<file path="src/design/assert_macros.svh">
// Assertion helpers for the design files; sfdt_back.sv uses them.
// Each macro expands to one labeled concurrent assertion that is
// disabled while reset is held.
`ifndef ASSERT_MACROS_SVH
`define ASSERT_MACROS_SVH

`define SFDT_ASSERT(label, clk, rst_n, prop, msg) \
    label: assert property (@(posedge clk) disable iff (!rst_n) (prop)) else $error(msg);

`define SFDT_ASSERT_NEXT(label, clk, rst_n, ante, cons, msg) \
    `SFDT_ASSERT(label, clk, rst_n, (ante) |=> (cons), msg)

`endif

</file>
<file path="src/design/sfdt_pkg.sv">
`timescale 1ns / 1ps
// ----------------------------------------------------------------------------
// Sensor frame deframer package
// Request and result types, the command passed from parser to executor,
// byte and channel codes, and the channel to column decode.
// ----------------------------------------------------------------------------
package sfdt_pkg;

    localparam logic       FUNC_BYTE  = 1'b0;
    localparam logic       FUNC_TARE  = 1'b1;
    localparam logic       KIND_FRAME = 1'b0;
    localparam logic       KIND_TARE  = 1'b1;

    localparam logic [7:0] BYTE_SOF   = 8'h3F;
    localparam logic [7:0] BYTE_EOF   = 8'h21;

    localparam logic [7:0] CH_COL0    = 8'h08;
    localparam logic [7:0] CH_COL1    = 8'h09;
    localparam logic [7:0] CH_COL2    = 8'h0A;
    localparam logic [7:0] CH_COL3    = 8'h0B;
    localparam logic [7:0] CH_COL4    = 8'h0C;

    localparam logic [2:0] COL_0      = 3'd0;
    localparam logic [2:0] COL_1      = 3'd1;
    localparam logic [2:0] COL_2      = 3'd2;
    localparam logic [2:0] COL_3      = 3'd3;
    localparam logic [2:0] COL_4      = 3'd4;
    localparam logic [2:0] COL_NONE   = 3'd5;
    localparam logic [2:0] COL_TARE_LAST = COL_3;

    localparam int         CMD_DEPTH  = 2;
    localparam int         RES_DEPTH  = 2;

    typedef struct packed {
        logic       func;
        logic [7:0] rx_byte;
    } t_in_item;

    typedef struct packed {
        logic              kind;
        logic [7:0]        module_id;
        logic [7:0]        channel_code;
        logic signed [31:0] sample_value;
        logic [3:0]        row_index;
        logic [2:0]        column_index;
        logic              ring_wrapped;
        logic              last_result;
    } t_out_item;

    typedef struct packed {
        logic        is_tare;
        logic [7:0]  module_id;
        logic [7:0]  channel_code;
        logic [31:0] value;
    } t_cmd;

    function automatic logic [2:0] f_channel_col(input logic [7:0] ch);
        logic [2:0] col;
        case (ch)
            CH_COL0: col = COL_0;
            CH_COL1: col = COL_1;
            CH_COL2: col = COL_2;
            CH_COL3: col = COL_3;
            CH_COL4: col = COL_4;
            default: col = COL_NONE;
        endcase
        return col;
    endfunction

endpackage

</file>
<file path="src/design/sfdt_fifo.sv">
`timescale 1ns / 1ps
// ----------------------------------------------------------------------------
// Small synchronous queue
// Register-based first-in first-out buffer used between the parser and the
// executor and in front of the result port.
// ----------------------------------------------------------------------------
module sfdt_fifo #(
    parameter type t_item = logic,
    parameter int  DEPTH  = 2
) (
    input  logic  i_clk,
    input  logic  i_rst_n,
    input  logic  i_push,
    input  t_item i_data,
    output logic  o_full,
    input  logic  i_pop,
    output logic  o_empty,
    output t_item o_data
);

    localparam int PTR_W = (DEPTH > 1) ? $clog2(DEPTH) : 1;
    localparam int CNT_W = $clog2(DEPTH + 1);

    t_item              r_mem [DEPTH];
    logic [PTR_W-1:0]   r_wr_ptr, n_wr_ptr;
    logic [PTR_W-1:0]   r_rd_ptr, n_rd_ptr;
    logic [CNT_W-1:0]   r_count, n_count;
    logic               wr_en, rd_en;

    assign o_full  = (r_count == CNT_W'(DEPTH));
    assign o_empty = (r_count == '0);
    assign o_data  = r_mem[r_rd_ptr];
    assign wr_en   = i_push && !o_full;
    assign rd_en   = i_pop && !o_empty;

    always_comb begin
        n_wr_ptr = r_wr_ptr;
        n_rd_ptr = r_rd_ptr;
        n_count  = r_count;
        if (wr_en) begin
            n_wr_ptr = (r_wr_ptr == PTR_W'(DEPTH - 1)) ? '0 : r_wr_ptr + PTR_W'(1);
        end
        if (rd_en) begin
            n_rd_ptr = (r_rd_ptr == PTR_W'(DEPTH - 1)) ? '0 : r_rd_ptr + PTR_W'(1);
        end
        if (wr_en && !rd_en) begin
            n_count = r_count + CNT_W'(1);
        end else if (rd_en && !wr_en) begin
            n_count = r_count - CNT_W'(1);
        end
    end

    always_ff @(posedge i_clk) begin
        if (!i_rst_n) begin
            r_wr_ptr <= '0;
            r_rd_ptr <= '0;
            r_count  <= '0;
        end else begin
            r_wr_ptr <= n_wr_ptr;
            r_rd_ptr <= n_rd_ptr;
            r_count  <= n_count;
        end
    end

    always_ff @(posedge i_clk) begin
        if (wr_en) begin
            r_mem[r_wr_ptr] <= i_data;
        end
    end

endmodule

</file>
<file path="src/design/sfdt_front.sv">
`timescale 1ns / 1ps
// ----------------------------------------------------------------------------
// Frame parser
// Takes one request per cycle while the command queue has room, tracks the
// frame position, and commands each tare request and each EOF-ended frame.
// ----------------------------------------------------------------------------
module sfdt_front (
    input  logic              i_clk,
    input  logic              i_rst_n,
    input  logic              i_push,
    input  sfdt_pkg::t_in_item i_item,
    output logic              o_full,
    output logic              o_cmd_push,
    output sfdt_pkg::t_cmd    o_cmd,
    input  logic              i_cmd_full
);

    import sfdt_pkg::*;

    logic       r_in_frame, n_in_frame;
    logic [2:0] r_byte_count, n_byte_count;
    logic [7:0] r_module;
    logic [7:0] r_channel;
    logic [7:0] r_value_bytes [4];
    logic       accept;
    logic       is_byte;
    logic [2:0] byte_off;
    logic [1:0] value_idx;

    assign o_full    = i_cmd_full;
    assign accept    = i_push && !i_cmd_full;
    assign is_byte   = (i_item.func == FUNC_BYTE);
    assign byte_off  = r_byte_count - 3'd3;
    assign value_idx = byte_off[1:0];

    always_comb begin
        n_in_frame   = r_in_frame;
        n_byte_count = r_byte_count;
        o_cmd_push   = 1'b0;
        o_cmd.is_tare      = !is_byte;
        o_cmd.module_id    = r_module;
        o_cmd.channel_code = r_channel;
        o_cmd.value        = {r_value_bytes[0], r_value_bytes[1],
                              r_value_bytes[2], r_value_bytes[3]};
        if (accept) begin
            if (!is_byte) begin
                o_cmd_push = 1'b1;
            end else if (!r_in_frame) begin
                if (i_item.rx_byte == BYTE_SOF) begin
                    n_in_frame   = 1'b1;
                    n_byte_count = 3'd1;
                end else begin
                    n_byte_count = 3'd0;
                end
            end else if (r_byte_count == 3'd7) begin
                n_in_frame   = 1'b0;
                n_byte_count = 3'd0;
                o_cmd_push   = (i_item.rx_byte == BYTE_EOF);
            end else begin
                n_byte_count = r_byte_count + 3'd1;
            end
        end
    end

    always_ff @(posedge i_clk) begin
        if (!i_rst_n) begin
            r_in_frame   <= 1'b0;
            r_byte_count <= 3'd0;
        end else begin
            r_in_frame   <= n_in_frame;
            r_byte_count <= n_byte_count;
        end
    end

    always_ff @(posedge i_clk) begin
        if (accept && is_byte && r_in_frame) begin
            case (r_byte_count)
                3'd1:    r_module  <= i_item.rx_byte;
                3'd2:    r_channel <= i_item.rx_byte;
                3'd3, 3'd4, 3'd5, 3'd6: r_value_bytes[value_idx] <= i_item.rx_byte;
                default: ;
            endcase
        end
    end

endmodule

</file>
<file path="src/design/sfdt_back.sv">
`timescale 1ns / 1ps
`include "assert_macros.svh"
// ----------------------------------------------------------------------------
// Frame executor
// Stores frames in the history ring, advances the ring row and works out
// the tare averages with a read-accumulate pass and a reciprocal
// multiplication that takes one chunk of the column sum per cycle.
// ----------------------------------------------------------------------------
module sfdt_back #(
    parameter int ROWS           = 10,
    parameter int FRAMES_PER_ROW = 5
) (
    input  logic                i_clk,
    input  logic                i_rst_n,
    input  sfdt_pkg::t_cmd      i_cmd,
    input  logic                i_cmd_empty,
    output logic                o_cmd_pop,
    output logic                o_res_push,
    output sfdt_pkg::t_out_item o_res,
    input  logic                i_res_full
);

    import sfdt_pkg::*;

    localparam int ROW_W   = $clog2(ROWS);
    localparam int ADDR_W  = ROW_W + 3;
    localparam int MEM_D   = ROWS * 8;
    localparam int SUM_W   = 32 + ROW_W;
    localparam int SHIFT   = SUM_W + ROW_W;
    localparam int RCP_W   = SUM_W + 1;
    localparam int CHUNK_W = 12;
    localparam int N_CHUNK = (SUM_W + CHUNK_W - 1) / CHUNK_W;
    localparam int ACC_W   = CHUNK_W + RCP_W;
    localparam int Q_LSB   = SHIFT - CHUNK_W * (N_CHUNK - 1);
    localparam int CNT_W   = (N_CHUNK > 1) ? $clog2(N_CHUNK) : 1;
    localparam logic [RCP_W-1:0] RECIP =
        RCP_W'(((64'd1 << SHIFT) + 64'(ROWS) - 64'd1) / 64'(ROWS));

    localparam logic [2:0] ST_IDLE = 3'd0;
    localparam logic [2:0] ST_RD   = 3'd1;
    localparam logic [2:0] ST_ACC  = 3'd2;
    localparam logic [2:0] ST_ABS  = 3'd3;
    localparam logic [2:0] ST_MUL  = 3'd4;
    localparam logic [2:0] ST_OUT  = 3'd5;

    logic [2:0]       r_state, n_state;
    logic [2:0]       r_fir, n_fir;
    logic [3:0]       r_row, n_row;
    logic [2:0]       r_col, n_col;
    logic [ROW_W-1:0] r_rd_row, n_rd_row;
    logic [SUM_W-1:0] r_sum, n_sum;
    logic [SUM_W-1:0] r_mag, n_mag;
    logic [ACC_W-1:0] r_acc, n_acc;
    logic             r_neg, n_neg;
    logic [CNT_W-1:0] r_cnt, n_cnt;

    logic [31:0]      r_mem [MEM_D];
    logic [MEM_D-1:0] r_valid;
    logic [31:0]      r_rdata;
    logic             r_rd_valid;

    logic              wr_en;
    logic [ADDR_W-1:0] wr_addr;
    logic              rd_en;
    logic [ADDR_W-1:0] rd_addr;

    logic [2:0]  frame_col;
    logic [3:0]  fir_inc;
    logic [4:0]  row_inc;
    logic        advance;
    logic        wrap;
    logic        do_frame;
    logic [31:0] rd_val;
    logic [SUM_W-1:0] rd_ext;
    logic [ACC_W-1:0] mul_part;
    logic [31:0] quo;
    logic [31:0] tare_val;

    assign frame_col = f_channel_col(i_cmd.channel_code);
    assign fir_inc   = {1'b0, r_fir} + 4'd1;
    assign row_inc   = {1'b0, r_row} + 5'd1;
    assign advance   = (fir_inc >= 4'(FRAMES_PER_ROW));
    assign wrap      = advance && (row_inc >= 5'(ROWS));
    assign do_frame  = (r_state == ST_IDLE) && !i_cmd_empty && !i_cmd.is_tare && !i_res_full;

    assign wr_en   = do_frame && (frame_col != COL_NONE);
    assign wr_addr = {r_row[ROW_W-1:0], frame_col};
    assign rd_en   = (r_state == ST_RD);
    assign rd_addr = {r_rd_row, r_col};

    assign rd_val   = r_rd_valid ? r_rdata : 32'd0;
    assign rd_ext   = {{(SUM_W - 32){rd_val[31]}}, rd_val};
    assign mul_part = ACC_W'(r_mag[CHUNK_W-1:0]) * ACC_W'(RECIP);
    assign quo      = r_acc[Q_LSB +: 32];
    assign tare_val = r_neg ? (32'd0 - quo) : quo;

    always_comb begin
        n_state  = r_state;
        n_fir    = r_fir;
        n_row    = r_row;
        n_col    = r_col;
        n_rd_row = r_rd_row;
        n_sum    = r_sum;
        n_mag    = r_mag;
        n_acc    = r_acc;
        n_neg    = r_neg;
        n_cnt    = r_cnt;
        o_cmd_pop  = 1'b0;
        o_res_push = 1'b0;

        o_res.kind         = KIND_FRAME;
        o_res.module_id    = i_cmd.module_id;
        o_res.channel_code = i_cmd.channel_code;
        o_res.sample_value = signed'(i_cmd.value);
        o_res.row_index    = r_row;
        o_res.column_index = frame_col;
        o_res.ring_wrapped = wrap;
        o_res.last_result  = 1'b1;

        case (r_state)
            ST_IDLE: begin
                if (!i_cmd_empty) begin
                    if (i_cmd.is_tare) begin
                        o_cmd_pop = 1'b1;
                        n_col     = COL_0;
                        n_rd_row  = '0;
                        n_sum     = '0;
                        n_state   = ST_RD;
                    end else if (!i_res_full) begin
                        o_cmd_pop  = 1'b1;
                        o_res_push = 1'b1;
                        if (advance) begin
                            n_fir = 3'd0;
                            n_row = wrap ? 4'd0 : row_inc[3:0];
                        end else begin
                            n_fir = fir_inc[2:0];
                        end
                    end
                end
            end
            ST_RD: begin
                n_state = ST_ACC;
            end
            ST_ACC: begin
                n_sum = r_sum + rd_ext;
                if (r_rd_row == ROW_W'(ROWS - 1)) begin
                    n_state = ST_ABS;
                end else begin
                    n_rd_row = r_rd_row + ROW_W'(1);
                    n_state  = ST_RD;
                end
            end
            ST_ABS: begin
                n_neg   = r_sum[SUM_W-1];
                n_mag   = r_sum[SUM_W-1] ? ('0 - r_sum) : r_sum;
                n_acc   = '0;
                n_cnt   = '0;
                n_state = ST_MUL;
            end
            ST_MUL: begin
                n_acc = (r_acc >> CHUNK_W) + mul_part;
                n_mag = r_mag >> CHUNK_W;
                n_cnt = r_cnt + CNT_W'(1);
                if (r_cnt == CNT_W'(N_CHUNK - 1)) begin
                    n_state = ST_OUT;
                end
            end
            ST_OUT: begin
                o_res.kind         = KIND_TARE;
                o_res.module_id    = 8'd0;
                o_res.channel_code = 8'd0;
                o_res.sample_value = signed'(tare_val);
                o_res.row_index    = 4'd0;
                o_res.column_index = r_col;
                o_res.ring_wrapped = 1'b0;
                o_res.last_result  = (r_col == COL_TARE_LAST);
                if (!i_res_full) begin
                    o_res_push = 1'b1;
                    if (r_col == COL_TARE_LAST) begin
                        n_state = ST_IDLE;
                    end else begin
                        n_col    = r_col + 3'd1;
                        n_rd_row = '0;
                        n_sum    = '0;
                        n_state  = ST_RD;
                    end
                end
            end
            default: begin
                n_state = ST_IDLE;
            end
        endcase
    end

    always_ff @(posedge i_clk) begin
        if (!i_rst_n) begin
            r_state  <= ST_IDLE;
            r_fir    <= 3'd0;
            r_row    <= 4'd0;
            r_col    <= COL_0;
            r_rd_row <= '0;
            r_neg    <= 1'b0;
            r_cnt    <= '0;
            r_valid  <= '0;
        end else begin
            r_state  <= n_state;
            r_fir    <= n_fir;
            r_row    <= n_row;
            r_col    <= n_col;
            r_rd_row <= n_rd_row;
            r_neg    <= n_neg;
            r_cnt    <= n_cnt;
            if (wr_en) begin
                r_valid[wr_addr] <= 1'b1;
            end
        end
    end

    always_ff @(posedge i_clk) begin
        r_sum <= n_sum;
        r_mag <= n_mag;
        r_acc <= n_acc;
    end

    always_ff @(posedge i_clk) begin
        if (wr_en) begin
            r_mem[wr_addr] <= i_cmd.value;
        end
        if (rd_en) begin
            r_rdata    <= r_mem[rd_addr];
            r_rd_valid <= r_valid[rd_addr];
        end
    end

    `SFDT_ASSERT(a_tare_push_in_out, i_clk, i_rst_n, (o_res_push && (o_res.kind == KIND_TARE)) |-> (r_state == ST_OUT), "tare result pushed outside the output step")
    `SFDT_ASSERT_NEXT(a_tare_done_idle, i_clk, i_rst_n, (r_state == ST_OUT) && o_res_push && (r_col == COL_TARE_LAST), r_state == ST_IDLE, "executor did not return to idle after the last tare column")
    `SFDT_ASSERT(a_mag_used, i_clk, i_rst_n, (r_state == ST_OUT) |-> (r_mag == '0), "tare magnitude not fully consumed")
    `SFDT_ASSERT(a_row_range, i_clk, i_rst_n, ({1'b0, r_row} < 5'(ROWS)) && ({1'b0, r_fir} < 4'(FRAMES_PER_ROW)), "ring row or frame count out of range")

endmodule

</file>
<file path="src/design/sensor_frame_deframer_tare.sv">
`timescale 1ns / 1ps
// ----------------------------------------------------------------------------
// Sensor frame deframer with history ring and tare
// Parses serial bytes into framed sensor samples, keeps a history ring of
// the stored channels and reports per-column tare averages on request.
// ----------------------------------------------------------------------------
// The parser keeps taking received bytes while the executor is busy, as
// long as the two-entry command queue has room. A completed frame is
// reported by the executor and stored when its channel maps to a column. A
// tare request occupies the executor while it picks up the request, then for
// each of columns 0 to 3 reads back the history entries one by one through
// the single read port, each read followed by an accumulate step, takes the
// magnitude of the sum, divides it by ROWS by chunked reciprocal
// multiplication, and sends the average out when the result queue has room.
// The history ring is empty right after reset with no clearing pass, since
// per-entry valid bits are cleared with reset.
module sensor_frame_deframer_tare #(
    parameter int ROWS           = 10,
    parameter int FRAMES_PER_ROW = 5
) (
    input  logic                i_clk,
    input  logic                i_rst_n,
    input  logic                push,
    input  sfdt_pkg::t_in_item  i_item,
    output logic                full,
    input  logic                pop,
    output logic                empty,
    output sfdt_pkg::t_out_item o_result
);

    import sfdt_pkg::*;

    logic      cmd_push, cmd_full, cmd_empty, cmd_pop;
    t_cmd      cmd_in, cmd_out;
    logic      res_push, res_full;
    t_out_item res_in;

    sfdt_front u_front (
        .i_clk      (i_clk),
        .i_rst_n    (i_rst_n),
        .i_push     (push),
        .i_item     (i_item),
        .o_full     (full),
        .o_cmd_push (cmd_push),
        .o_cmd      (cmd_in),
        .i_cmd_full (cmd_full)
    );

    sfdt_fifo #(
        .t_item (t_cmd),
        .DEPTH  (CMD_DEPTH)
    ) u_cmd_q (
        .i_clk   (i_clk),
        .i_rst_n (i_rst_n),
        .i_push  (cmd_push),
        .i_data  (cmd_in),
        .o_full  (cmd_full),
        .i_pop   (cmd_pop),
        .o_empty (cmd_empty),
        .o_data  (cmd_out)
    );

    sfdt_back #(
        .ROWS           (ROWS),
        .FRAMES_PER_ROW (FRAMES_PER_ROW)
    ) u_back (
        .i_clk       (i_clk),
        .i_rst_n     (i_rst_n),
        .i_cmd       (cmd_out),
        .i_cmd_empty (cmd_empty),
        .o_cmd_pop   (cmd_pop),
        .o_res_push  (res_push),
        .o_res       (res_in),
        .i_res_full  (res_full)
    );

    sfdt_fifo #(
        .t_item (t_out_item),
        .DEPTH  (RES_DEPTH)
    ) u_res_q (
        .i_clk   (i_clk),
        .i_rst_n (i_rst_n),
        .i_push  (res_push),
        .i_data  (res_in),
        .o_full  (res_full),
        .i_pop   (pop),
        .o_empty (empty),
        .o_data  (o_result)
    );

endmodule
</file>
<file path="config.mk">
export PLATFORM = sky130hd
export DESIGN_NAME = sensor_frame_deframer_tare
export DESIGN_NICKNAME = d
export VERILOG_FILES = /design/src/design/sfdt_pkg.sv /design/src/design/sfdt_fifo.sv /design/src/design/sfdt_front.sv /design/src/design/sfdt_back.sv /design/src/design/sensor_frame_deframer_tare.sv
export VERILOG_INCLUDE_DIRS = /design/src /design/src/design
export SDC_FILE = /design/constraint.sdc
export NUM_CORES = 2
export LEC_CHECK = 0
export BUFFER_PORTS_ARGS = -buffer_cell sky130_fd_sc_hd__buf_2
export CORE_ASPECT_RATIO = 1.5
export CORE_UTILIZATION = 50
export DETAILED_ROUTE_END_ITERATION = 8
export GPL_TIMING_DRIVEN = 0
export HOLD_SLACK_MARGIN = 0.15
export MAX_ROUTING_LAYER = met4
export PLACE_DENSITY = 0.75
export RECOVER_POWER = 100
export SETUP_SLACK_MARGIN = 0.2
export SLEW_MARGIN = 10
export SYNTH_ARGS = -nofsm -noshare
export SYNTH_HDL_FRONTEND = slang
export SYNTH_SLANG_ARGS = --single-unit
</file>
<file path="constraint.sdc">
create_clock -name i_clk -period 9.6 [get_ports i_clk]
set_clock_uncertainty 0.05 [all_clocks]
set_input_delay 0.96 -clock i_clk [delete_from_list [all_inputs] [get_ports i_clk]]
set_output_delay 0.96 -clock i_clk [all_outputs]
set_load 0.05 [all_outputs]
</file>
==> results.md <==
* Status: finished, violations left
* Failing checks: DRC, capacitance limit, slew limit
* DP HPWL at 214000 um
* # rows at ~220
* Initial Util at ~50%
* Crit-path leading delay family: adder cells
* Clock sink total at approximately 3k
* Total CTS buffers at about 270
* Slew Limit Fails at 4179
* Reg2reg end: u_back.r_acc[48]$_SDFFCE_PN0P_
* Core area at between 200000 and 250000 sq um
* Gr usage total at 26.1%
* Leakage at about 47 nW
* Post-synthesis sequential area ratio at 73.0%
* Vias in the first global route at ~67k
* RSZ-0062 raised after global routing: false
* Nets at 7792
* Unique cell type count in the Yosys netlist at 76
* Crit-path max cell delay at roughly 900 ps
* # fillers at approximately 18k
* Detail-routed net length per standard cell at 28.9 um
* DRT iter0 DRCs at 7468
* Final Hold Vio Count at 0
* Die area at 252000 sq um
* DP Worst Slack at slightly below 700 ps
* Relative slew slack at -193%
* DRC at 20
* Post-DP Area at roughly 140000 sq um
* Num ports at 73
* Critical path startpoint: u_back.r_mag[6]$_DFFE_PP_
* Post-cts resize count at 0
* Mean Syn Cell Area at approximately 20 sq um
* Clock latency on the worst-skew pair at between 800 and 900 ps
* Required time worst endpoint at just over 10000 ps
* Flops & latches, synth at approximately 3.1k
* RR Startpoint: u_back.r_mag[6]$_DFFE_PP_
* Final Routed Wirelength at roughly 320000 um
* Hold WS at around 390 ps
* Internal reg-to-reg setup slack at about 610 ps
* Vias per cell at between 5 and 6
* CP max stage cell: o21ai_0
* DIE WIDTH at between 400 and 500 um
* Kind of start point of the critical path: register
* Gr ovfl total at 0
* Max-cap violations at around 130
* Hold Path Class: reg2reg
* Post-route ant nets at 0
* First-pass GRT wire length at roughly 460000 um
* FF-to-FF path depth at 24
* WP data arrival at roughly 9600 ps
* Hold buffers post-CTS at 0
* Via Count at about 65k
* Critical path class: reg2reg
* End of the critical path: u_back.r_acc[48]$_SDFFCE_PN0P_
* CP Cell Sequence: ha_1, fa_1, inv_1, fa_1, inv_1, fa_1, inv_1, fa_1, inv_1, ha_1, and3_1, and4_1, a221o_1, nand2_1, o21ai_0, inv_1, ha_1, nand4_1, nor4b_1, nor3_1, nor4b_4, nand4_1, nor4b_2, mux2i_1
* YS warnings at 0
* Non-Filler Instances at 11.0k
* Post-CTS setup buffer count at 0
* Worst Path Buf+Inv at 5
* Cell count along the critical path at 24
* Part of the cycle the worst path needs at a little over nine tenths
* EDFF count, synth at between 2k and 3k
* Dpl cells at approximately 11k
* Mapped Cells at 6156
* Top cell by count, worst path: inv_1
* Mapped Area at between 100000 and 150000 sq um
* Buffers from clock root to sink, at most at 4
* Worst-path maximum fanout at 7
* IO Port Bufs at 71
* First-pass iteration count of the detailed router at 9
* Setup_tns at 0 ps
* Register area at roughly 91000 sq um
* PnR worst setup slack at approximately 610 ps
* CTS tree: built
* Final setup fails at 0
* P&R area growth vs syn at 13.5%
* Final instance area at between 100000 and 150000 sq um
* Fmax at 111 MHz
* Initial antenna violation count at 10
* Multi-input gate area at roughly 36000 sq um
* Worst vdd ir at 0.349 mV
* Largest net degree at the start of global routing at 82
* Die H at just over 600 um
* Root buf cell: clkbuf_16
* Tmin final at around 9000 ps
* Layout cells sized above 1 at about 17%
* Async SR Flop Fraction at 0%
* Worst setup EP type: register
* RD Place Congestion at a little over 0.9
* Measured slew at the worst slew-check pin at between 4000 and 5000 ps
* H-tree levels at 5
* Most used DFF post-synth: edfxtp_1
* Clock Pin Slew Worst Setup and Hold Paths at about 60 ps
* Pwr dens at 262 nW/um^2
## metrics by stage
step / util (%) / power (mW)
after floorplan: - / 23.9
after global routing: 57.1 / 38.8
after global placement: 53.6 / 26.3
after CTS: 58.0 / 37.4
after detailed placement: 54.6 / 26.8
final: 57.1 / 37.2
## power by group
part / internal (mW) / switching, mW
logic: 3.32 / 6.21
clock network: 5.91 / 4.75
registers: 16.6 / 0.415
## layer usage
layer | global-route usage (%) | share of wire [%]
met1 | 28.1 | 32
met2 | 45.5 | 52
met3 | 3.95 | 7.5
met4 | 15.5 | 7.6
met5 | - | 0
## placed cells by master, fill, tap and decap left out, drive strengths merged, types with 10 or more instances in the layout
master / n
o21a: 79
clkbuf: 685
a31oi: 28
nor4: 11
o21ai: 119
fa: 47
a21oi: 114
xnor2: 63
nand2b: 26
mux2: 107
clkinv: 100
dfxtp: 114
nand3: 30
a21boi: 10
a21o: 32
xor2: 80
a211oi: 42
diode: 10
bufinv: 20
nor3: 50
buf: 98
or4: 17
nor2: 226
and3: 17
ha: 177
or2: 16
o31ai: 26
nor2b: 34
and2: 97
mux2i: 30
edfxtp: 2963
nand2: 224
conb: 960
inv: 159
nand4: 16
mux4: 843
## flip-flops by register name, indices dropped and copies added, names as in the netlist, 4 cells and up, named ones only
| signal | count |
|---|---|
| u_back.r_acc | 36 |
| u_back.r_mag | 36 |
| u_back.r_mem | 2560 |
| u_back.r_rd_row | 4 |
| u_back.r_rdata | 32 |
| u_back.r_row | 4 |
| u_back.r_sum | 36 |
| u_back.r_valid | 80 |
| u_cmd_q.r_mem | 98 |
| u_front.r_channel | 8 |
| u_front.r_module | 8 |
| u_front.r_value_bytes | 32 |
| u_res_q.r_mem | 116 |
## worst min-delay path by stage
stage	startpoint	depth (start not counted)	slack [ps]	endpoint
after global placement	u_front.r_module[6]$_DFFE_PP_	0	370	u_cmd_q.r_mem[0][46]$_DFFE_PP_
final	u_front.r_value_bytes[1][4]$_DFFE_PP_	0	390	u_cmd_q.r_mem[0][20]$_DFFE_PP_
after global routing	u_front.r_value_bytes[1][4]$_DFFE_PP_	0	400	u_cmd_q.r_mem[1][20]$_DFFE_PP_
after detailed placement	u_front.r_value_bytes[1][4]$_DFFE_PP_	0	380	u_cmd_q.r_mem[0][20]$_DFFE_PP_
after floorplan	u_front.r_value_bytes[3][0]$_DFFE_PP_	0	370	u_cmd_q.r_mem[0][0]$_DFFE_PP_
after CTS	i_item[8]	1	310	u_cmd_q.r_mem[1][48]$_DFFE_PP_
## cell usage after synthesis (4+ instances only)
library cell / number / area share (%)
nand3_1: 30 / 0.12
or4_1: 14 / 0.084
o21a_1: 79 / 0.47
o31ai_1: 25 / 0.15
buf_2: 18 / 0.072
nand2b_1: 25 / 0.13
a211oi_1: 42 / 0.25
nor2_1: 226 / 0.68
a21oi_1: 114 / 0.46
o41ai_1: 7 / 0.049
clkbuf_1: 169 / 0.51
buf_1: 89 / 0.27
nor3b_1: 9 / 0.054
o211ai_1: 7 / 0.042
mux2i_1: 30 / 0.24
and2_1: 95 / 0.48
nor3_1: 50 / 0.20
nor4_1: 11 / 0.055
o21bai_1: 7 / 0.042
a21o_1: 32 / 0.19
or3_1: 7 / 0.035
mux4_2: 843 / 15
fa_1: 47 / 0.75
a31oi_1: 28 / 0.14
or2_2: 15 / 0.075
nor2b_1: 34 / 0.17
xnor2_1: 63 / 0.44
nand4_1: 16 / 0.080
edfxtp_1: 2963 / 71
inv_1: 147 / 0.44
o31a_1: 4 / 0.028
xor2_1: 80 / 0.56
nand2_1: 224 / 0.67
a21boi_0: 10 / 0.060
ha_1: 177 / 1.8
mux2_2: 107 / 0.96
and4_1: 5 / 0.035
and3_1: 17 / 0.085
dfxtp_1: 114 / 1.8
o21ai_0: 119 / 0.48
## worst reg2reg max path: stages (launching register included)
cell      delay (ps)
edfxtp_1         520
ha_1             390
fa_1             660
inv_1             90
fa_1             480
inv_1             50
fa_1             490
inv_1             50
fa_1             510
inv_1             40
ha_1             370
and3_1           210
and4_1           220
a221o_1          220
nand2_1          160
o21ai_0          900
inv_1            220
ha_1             470
nand4_1          100
nor4b_1          800
nor3_1           220
nor4b_4          540
nand4_1          350
nor4b_2          460
mux2i_1          270
## cells by family after synthesis
kind of cell,count (synthesis),share of synthesized area [%]
buffers and inverters,426,1.30
and+or+nand+nor,794,3.08
adders and majority gates,224,2.53
xor gates and xnor gates,143,1.00
AOI/OAI and AO/OA,511,2.65
muxes,980,16.4
other,1,0.00300
DFF,3077,73.0
## area by class of cell
cell class | count | area share (%)
timing repair buffer | 167 | 0.473
clock inverter | 133 | 0.877
sequential | 3077 | 64.4
inverter | 149 | 0.394
multi-input combinational | 3612 | 25.1
buffer | 277 | 0.755
antenna | 10 | 0.0176
tap | 3277 | 2.89
clock buffer | 339 | 5.10
Note: power is estimated with default switching activity, not from simulation.
